===== config.mk =====
export PLATFORM = sky130hd
export DESIGN_NAME = zcd_lane
export DESIGN_NICKNAME = d
export VERILOG_FILES = /design/src/rtl/core/zero_crossing_distance_init_top_assert.svh /design/src/rtl/core/zcd_pkg.sv /design/src/rtl/core/zcd_lane.sv
export SDC_FILE = /design/constraint.sdc
export NUM_CORES = 1
export LEC_CHECK = 0
export BUFFER_PORTS_ARGS = -buffer_cell sky130_fd_sc_hd__buf_2
export CORE_ASPECT_RATIO = 0.6
export CORE_MARGIN = 5
export CORE_UTILIZATION = 40
export CTS_BUF_LIST = sky130_fd_sc_hd__clkbuf_2
export DETAILED_ROUTE_END_ITERATION = 12
export PLACE_DENSITY_LB_ADDON = 0.05
export SLEW_MARGIN = 15
export SYNTH_ARGS = -nofsm -noshare
export SYNTH_HDL_FRONTEND = slang
export SYNTH_SLANG_ARGS = --single-unit

===== constraint.sdc =====
create_clock -name aclk -period 5.1 [get_ports aclk]
set_clock_uncertainty 0.05 [all_clocks]
set_input_delay 0.765 -clock aclk [delete_from_list [all_inputs] [get_ports aclk]]
set_output_delay 0.765 -clock aclk [all_outputs]
set_load 0.02 [all_outputs]

===== src/rtl/core/zero_crossing_distance_init_top_assert.svh =====
// ----------------------------------------------------------------------------
// zero crossing distance init assertion macros
// concurrent checks on aclk, masked while aresetn is low
// ----------------------------------------------------------------------------
`ifndef ZERO_CROSSING_DISTANCE_INIT_TOP_ASSERT_SVH
`define ZERO_CROSSING_DISTANCE_INIT_TOP_ASSERT_SVH
`ifndef SYNTH
`define ZCD_ASSERT_IMP(lbl, ante, cons, msg) \
    lbl: assert property (@(posedge aclk) disable iff (!aresetn) (ante) |-> (cons)) \
        else $error(msg);
`define ZCD_ASSERT_NXT(lbl, ante, cons, msg) \
    lbl: assert property (@(posedge aclk) disable iff (!aresetn) (ante) |=> (cons)) \
        else $error(msg);
`else
`define ZCD_ASSERT_IMP(lbl, ante, cons, msg)
`define ZCD_ASSERT_NXT(lbl, ante, cons, msg)
`endif
`endif


===== src/rtl/core/zcd_pkg.sv =====
// ----------------------------------------------------------------------------
// zcd_pkg
// shared widths, stage indexes and sideband types
// ----------------------------------------------------------------------------
package zcd_pkg;
    localparam int VAL_W      = 16;
    localparam int FRAC_W     = 16;
    localparam int DIST_W     = 16;
    localparam int LANE_STEPS = 16;
    localparam int DIV_STEPS  = 30;
    localparam int SQRT_STEPS = 15;

    // merge stage indexes
    localparam int MRG_MIN    = 0;
    localparam int MRG_SQ     = 1;
    localparam int MRG_PROD   = 2;
    localparam int DIV_FIRST  = 3;
    localparam int DIV_LAST   = DIV_FIRST + DIV_STEPS - 1;
    localparam int SQRT_FIRST = DIV_LAST + 1;
    localparam int SQRT_LAST  = SQRT_FIRST + SQRT_STEPS - 1;

    typedef struct packed {
        logic crossing;
        logic inner;
    } lane_tag_t;
endpackage


===== src/rtl/core/zcd_lane.sv =====
// ----------------------------------------------------------------------------
// zcd_lane
// pipelined restoring divider, one quotient bit per stage: c*2^15/d
// ----------------------------------------------------------------------------
module zcd_lane (
    input  logic                     aclk,
    input  logic                     aresetn,
    input  logic                     in_valid,
    output logic                     in_ready,
    input  logic [16:0]              in_c,
    input  logic [16:0]              in_d,
    input  logic                     in_has,
    input  logic                     in_zero,
    input  zcd_pkg::lane_tag_t       in_tag,
    output logic                     out_valid,
    input  logic                     out_ready,
    output logic [zcd_pkg::FRAC_W-1:0] out_q,
    output logic                     out_has,
    output zcd_pkg::lane_tag_t       out_tag
);
    import zcd_pkg::*;

    localparam int NS = LANE_STEPS + 1;

    logic [NS-1:0]     v_reg;
    logic [NS:0]       rdy;
    logic [16:0]       r_reg    [NS];
    logic [15:0]       lo_reg   [NS];
    logic [FRAC_W-1:0] q_reg    [NS];
    logic [16:0]       d_reg    [NS];
    logic [NS-1:0]     has_reg;
    logic [NS-1:0]     zero_reg;
    lane_tag_t         tag_reg  [NS];
    logic [16:0]       r_next   [NS];
    logic [15:0]       lo_next  [NS];
    logic [FRAC_W-1:0] q_next   [NS];

    // stall chain, a stage takes data when it is empty or drains
    always_comb begin
        rdy[NS] = out_ready;
        for (int k = NS - 1; k >= 0; k--) begin
            rdy[k] = !v_reg[k] || rdy[k+1];
        end
    end

    always_comb begin
        logic [17:0] rt;
        logic [17:0] rs;
        r_next[0]  = {1'b0, in_c[16:1]};
        lo_next[0] = {in_c[0], 15'd0};
        q_next[0]  = '0;
        for (int k = 1; k < NS; k++) begin
            rt = {r_reg[k-1], lo_reg[k-1][15]};
            rs = rt - {1'b0, d_reg[k-1]};
            if (rt >= {1'b0, d_reg[k-1]}) begin
                r_next[k] = rs[16:0];
                q_next[k] = {q_reg[k-1][FRAC_W-2:0], 1'b1};
            end else begin
                r_next[k] = rt[16:0];
                q_next[k] = {q_reg[k-1][FRAC_W-2:0], 1'b0};
            end
            lo_next[k] = {lo_reg[k-1][14:0], 1'b0};
        end
    end

    always_ff @(posedge aclk) begin
        if (!aresetn) begin
            v_reg <= '0;
        end else begin
            if (rdy[0]) begin
                v_reg[0] <= in_valid;
            end
            for (int k = 1; k < NS; k++) begin
                if (rdy[k]) begin
                    v_reg[k] <= v_reg[k-1];
                end
            end
        end
    end

    always_ff @(posedge aclk) begin
        if (rdy[0]) begin
            r_reg[0]    <= r_next[0];
            lo_reg[0]   <= lo_next[0];
            q_reg[0]    <= q_next[0];
            d_reg[0]    <= in_d;
            has_reg[0]  <= in_has;
            zero_reg[0] <= in_zero;
            tag_reg[0]  <= in_tag;
        end
        for (int k = 1; k < NS; k++) begin
            if (rdy[k]) begin
                r_reg[k]    <= r_next[k];
                lo_reg[k]   <= lo_next[k];
                q_reg[k]    <= q_next[k];
                d_reg[k]    <= d_reg[k-1];
                has_reg[k]  <= has_reg[k-1];
                zero_reg[k] <= zero_reg[k-1];
                tag_reg[k]  <= tag_reg[k-1];
            end
        end
    end

    assign in_ready  = rdy[0];
    assign out_valid = v_reg[NS-1];
    // zero over zero repaired to zero
    assign out_q     = zero_reg[NS-1] ? '0 : q_reg[NS-1];
    assign out_has   = has_reg[NS-1];
    assign out_tag   = tag_reg[NS-1];
endmodule


Word-level counts from Yosys, hierarchy flattened --
Memory sizes are Yosys's and may differ from the RTL's. Index checks and enable logic that the tools add are counted.
Storage, ports and cells: bits in registers 51, RAM bits 1139, input port bits 42, output and inout bits 21, word-level logic and storage cells 189, memories 5
Memory list:
- d_reg | depth 17, width 17, read ports 16, clocked after Yosys merged registers in 0, write ports 17, RTL line zcd_lane.sv:30 | logic [16:0] d_reg [NS];
- r_reg | depth 17, width 17, read ports 16, clocked after Yosys merged registers in 0, write ports 17, RTL line zcd_lane.sv:27 | logic [16:0] r_reg [NS];
- q_reg | depth 17, width 16, read ports 17, clocked after Yosys merged registers in 0, write ports 17, RTL line zcd_lane.sv:29 | logic [FRAC_W-1:0] q_reg [NS];
- lo_reg | depth 17, width 15, read ports 16, clocked after Yosys merged registers in 0, write ports 17, RTL line zcd_lane.sv:28 | logic [15:0] lo_reg [NS];
- tag_reg | depth 17, width 2, read ports 17, clocked after Yosys merged registers in 0, write ports 17, RTL line zcd_lane.sv:33 | lane_tag_t tag_reg [NS];
Cells by class: add/sub/neg operators 16, order comparisons 16, muxes and demuxes 67, reduce and logical (&&, ||, !) cells 34
Operator list (count):
- $ge 18x17->1 | 16
- $mux 17 | 16
- $sub 17x17->17 | 16
- $mux 1 | 50
- $logic_not 1->1 | 17
- $logic_or 1x1->1 | 17
- $mux 16 | 1

Depth between registers and ports, before layout --
word-level depth 20, depth in mapped cells 13

Least setup slack after synthesis --
Ideal clock, no wire load.
path kind in2out, start input port out_ready, end output port in_ready, arrival 4.311 ns, data required time 4.285 ns, setup slack -0.026 ns, stages 9, buffers on the path 0, path through nor2b_1 > inv_1 > nor2_1 > and2_1 > inv_1 > nor3_1 > and3_1 > and2_1 > nand2_1
On the way: longest elaborated chain between the ends 17
Ends and longest elaborated chain:
- from (decl) | RTL line zcd_lane.sv:16 | input logic out_ready,
- $logic_or 1x1->1 | RTL line zcd_lane.sv:42 | rdy[k] = !v_reg[k] || rdy[k+1];
- named net rdy[16] | RTL line zcd_lane.sv:26 | logic [NS:0] rdy;
- $logic_or 1x1->1 (5 in series) | RTL line zcd_lane.sv:42
- named net rdy[11] | RTL line zcd_lane.sv:26
- $logic_or 1x1->1 (11 in series) | RTL line zcd_lane.sv:42
- to (decl) | RTL line zcd_lane.sv:9 | output logic in_ready,
The timed path passes the listed nets, and every way through them passes these cells.

Worst setup path after layout --
Ends and elaborated chain as after synthesis.

==> results.tsv <==
metric	value	unit
I/O pin total	63	
Critical Path Sink Type	output pin	
postcts setup bufs	0	
Final Max Slew Viols	0	
Vias/cell	5.09	
Cell Chain, Critical Path	dlygate4sd3_1, buf_2, dlygate4sd3_1, nor2b_4, inv_1, buf_6, nor2_4, and2_4, clkinvlp_4, nor3_2, buf_4, and3_1, and2_4, nand2_2, buf_8, buf_2	
total CTS buffers	186	
Hold Path End	d_reg[0][63]$_DFFE_PP_	
worst slew pin tran	1.17	ns
proportion of layout cells with a drive suffix above 1	0.149	
H-Tree Depth	4	
number of flops mapped to enable cells by yosys	748	
outcome	complete, no violations	
number of flip-flops in the largest register	272	
unique cell type count in the Yosys netlist	71	
Clock Tree Buf Depth	3	
flop2flop setup slack	1.06	ns
Synth Cell Area	38500	µm²
gr usage total	0.170	
Synth async-reset ratio	0	
nets@finish	3764	
Reg clk slew, reported paths	0.12	ns
register area	22800	µm²
pwr dens	580	nW/µm²
hold depth	0	
Core Rows	88	
hold path startpoint	d_reg[0][46]$_DFFE_PP_	
minimum clock period	4.83	ns
global route overflow	0	
area grow syn2layout	12.1	%
core area	95800	µm²
critical path class	in -> out	
Starting Density	0.401	
Iteration-0 DRC Markers	1800	
first-pass detailed-route iteration total	5	
IO buf count	62	
Hold WC Path Type	reg -> reg	
post-DR wirelength/cell	18.0	µm
vias in the first global route	24300	
MaxCap Viol Count	0	
worst skew pair latency	1.48	ns
Post-route DRC	0	
crit path buf inv count	9	
multi-input logic area	14300	µm²
Via Count	24700	
Startpoint Class	input port	
initial antenna violation count	3	
Synth Flop Type	edfxtp_1	
gpl congestion	0.933	
syn_nets	3436	
Final ANT Viol Nets	0	
Syn Area/Cell	12.4	µm²
largest net degree at the start of global routing	54	
leak pwr	18.0	nW
WP data required	4.28	ns
Worst Path Arrival	4.02	ns
DIE HEIGHT	250	µm
max_slew headroom	0.218	
hpwl dp	63.6	mm
WL final	87.0	mm
Yosys warning count	0	
Slowest-stage cell, CP	dlygate4sd3_1	
FMAX	207	MHz
fillers	8795	
die area	103000	µm²
CTS tree	built	
CP peak stage delay	0.59	ns
setup slack after layout	0.265	ns
synthesized netlist cell count	3108	
CP top delay family	buffers and inverters	
clock sinks	765	
synthesis-stage register bit count	765	
final period utilization	0.948	
worst vdd ir	211	µV
post-synthesis sequential area ratio	0.593	
Crit Path Max Fanout	39	
# setup viols final	0	
end of the worst register-to-register path	r_reg[0][175]$_DFFE_PP_	
cell area after layout	43100	µm²
Fin Hold WS	0.344	ns
placed cell area	40500	µm²
FF-to-FF path depth	9	
Horiz. Die Dim	410	µm
r2r startpoint	r_reg[0][154]$_DFFE_PP_	
Final Hold Fails	0	
Root Buffer	clkbuf_2	
global-route wire length before repair	137	mm
pre-CTS setup slack	0.799	ns
cell type report:
class / instances / share of cell area
inverter: 347 / 0.0303
multi-input combinational: 1956 / 0.332
clock buffer: 265 / 0.0308
sequential: 765 / 0.529
antenna: 5 / 0.000290
timing repair buffer: 180 / 0.0329
clock inverter: 68 / 0.00807
tap: 1260 / 0.0366
where the power goes:
part / internal [W] / total [W] / leakage [nW] / switching, W
clock network: 0.00145 / 0.00407 / 1.27 / 0.00261
logic: 0.00465 / 0.0106 / 8.67 / 0.00592
registers: 0.00936 / 0.0104 / 8.03 / 0.00100
total: 0.0155 / 0.0250 / 18.0 / 0.00953
Yosys cell counts (20+ instances only):
cell type | number | area share
nand2b_1 | 38 | 0.0062
a31oi_1 | 27 | 0.0044
nand2_1 | 205 | 0.020
nand4_1 | 27 | 0.0044
nor3_1 | 66 | 0.0086
mux2_2 | 92 | 0.027
nor2b_1 | 72 | 0.012
xor2_1 | 90 | 0.020
nand3_1 | 29 | 0.0038
a21o_1 | 83 | 0.016
edfxtp_1 | 748 | 0.58
xnor2_1 | 106 | 0.024
o21a_1 | 55 | 0.011
or3_1 | 20 | 0.0033
nor2_1 | 170 | 0.017
a21oi_1 | 189 | 0.025
clkbuf_1 | 24 | 0.0023
ha_1 | 271 | 0.088
inv_1 | 347 | 0.034
o21ai_0 | 189 | 0.025
worst register-to-register path: stages (launching register included):
cell       delay [ns]
edfxtp_1         0.41
ha_1             0.38
nor2b_1          0.18
o21bai_2         0.16
a31oi_1          0.30
a22o_1           0.35
o41a_1           0.38
a41o_1           0.29
a2111oi_4        0.80
mux2_2           0.41
kinds of logic (layout without fill, tap and decap cells):
family / count (synthesis) / after routing / share of synthesized area
other: 0 / 5 / 0
buffers and inverters: 387 / 860 / 0.0384
multiplexers: 96 / 96 / 0.0280
flip-flops: 765 / 765 / 0.593
adder cells (fa/ha/maj): 286 / 286 / 0.0960
AO/OA/AOI/OAI: 694 / 694 / 0.115
XOR/XNOR: 196 / 196 / 0.0446
AND/OR/NAND/NOR: 684 / 684 / 0.0848
metrics by stage:
| stage | util | instances | setup TNS (ns) | total power, W |
|---|---|---|---|---|
| 4_1_cts | 0.450 | 4841 | 0 | 0.0252 |
| 6_report | 0.450 | 4846 | 0 | 0.0250 |
| 5_1_grt | 0.450 | 4846 | -0.0118 | 0.0270 |
| 3_5_place_dp | 0.423 | 4424 | 0 | 0.0208 |
| 2_1_floorplan | - | 3108 | 0 | 0.0180 |
| 3_3_place_gp | 0.423 | 4424 | 0 | 0.0206 |
metal layers:
layer / track usage / up-vias / part of all wire
met5: 0 / - / 0
met4: 0.0592 / 0 / 0.021
met3: 0.0403 / 139 / 0.063
met2: 0.204 / 667 / 0.35
met1: 0.283 / 11800 / 0.56
li1: - / 12100 / -
worst max path at each step:
stage / from / to / slack, ns / cells past startpoint
after floorplan: out_ready / in_ready / 0.14 / 9
after global placement: out_ready / in_ready / 0.82 / 14
after detailed placement: out_ready / in_ready / 0.80 / 14
after CTS: v_reg[16]$_SDFFE_PN0P_ / in_ready / 0.02 / 13
after global routing: v_reg[16]$_SDFFE_PN0P_ / in_ready / -0.01 / 13
final: out_ready / in_ready / 0.27 / 16
what timing repair did:
action / CTS / global route
endpoints found under the setup margin: 1 / 1
hold buffers: 84 / 0
cloned: 0 / 0
pin swaps: 0 / 0
endpoints found under the hold margin: 128 / 0
gates resized for setup: 8 / 4
placed cells by master, fill, tap and decap left out, drive strengths merged, types with 29 or more instances in the layout:
| master | n |
|---|---|
| xor2 | 90 |
| o21ai | 192 |
| nor2b | 72 |
| nand2b | 38 |
| nand2 | 205 |
| xnor2 | 106 |
| nor2 | 170 |
| clkbuf | 265 |
| a21o | 83 |
| a31oi | 29 |
| mux2 | 92 |
| ha | 271 |
| clkinv | 58 |
| nand3 | 29 |
| dlygate4sd3 | 84 |
| nor3 | 66 |
| o21a | 55 |
| inv | 353 |
| a21oi | 189 |
| edfxtp | 748 |
| buf | 96 |
No activity file was read; power rests on OpenSTA's default activity.
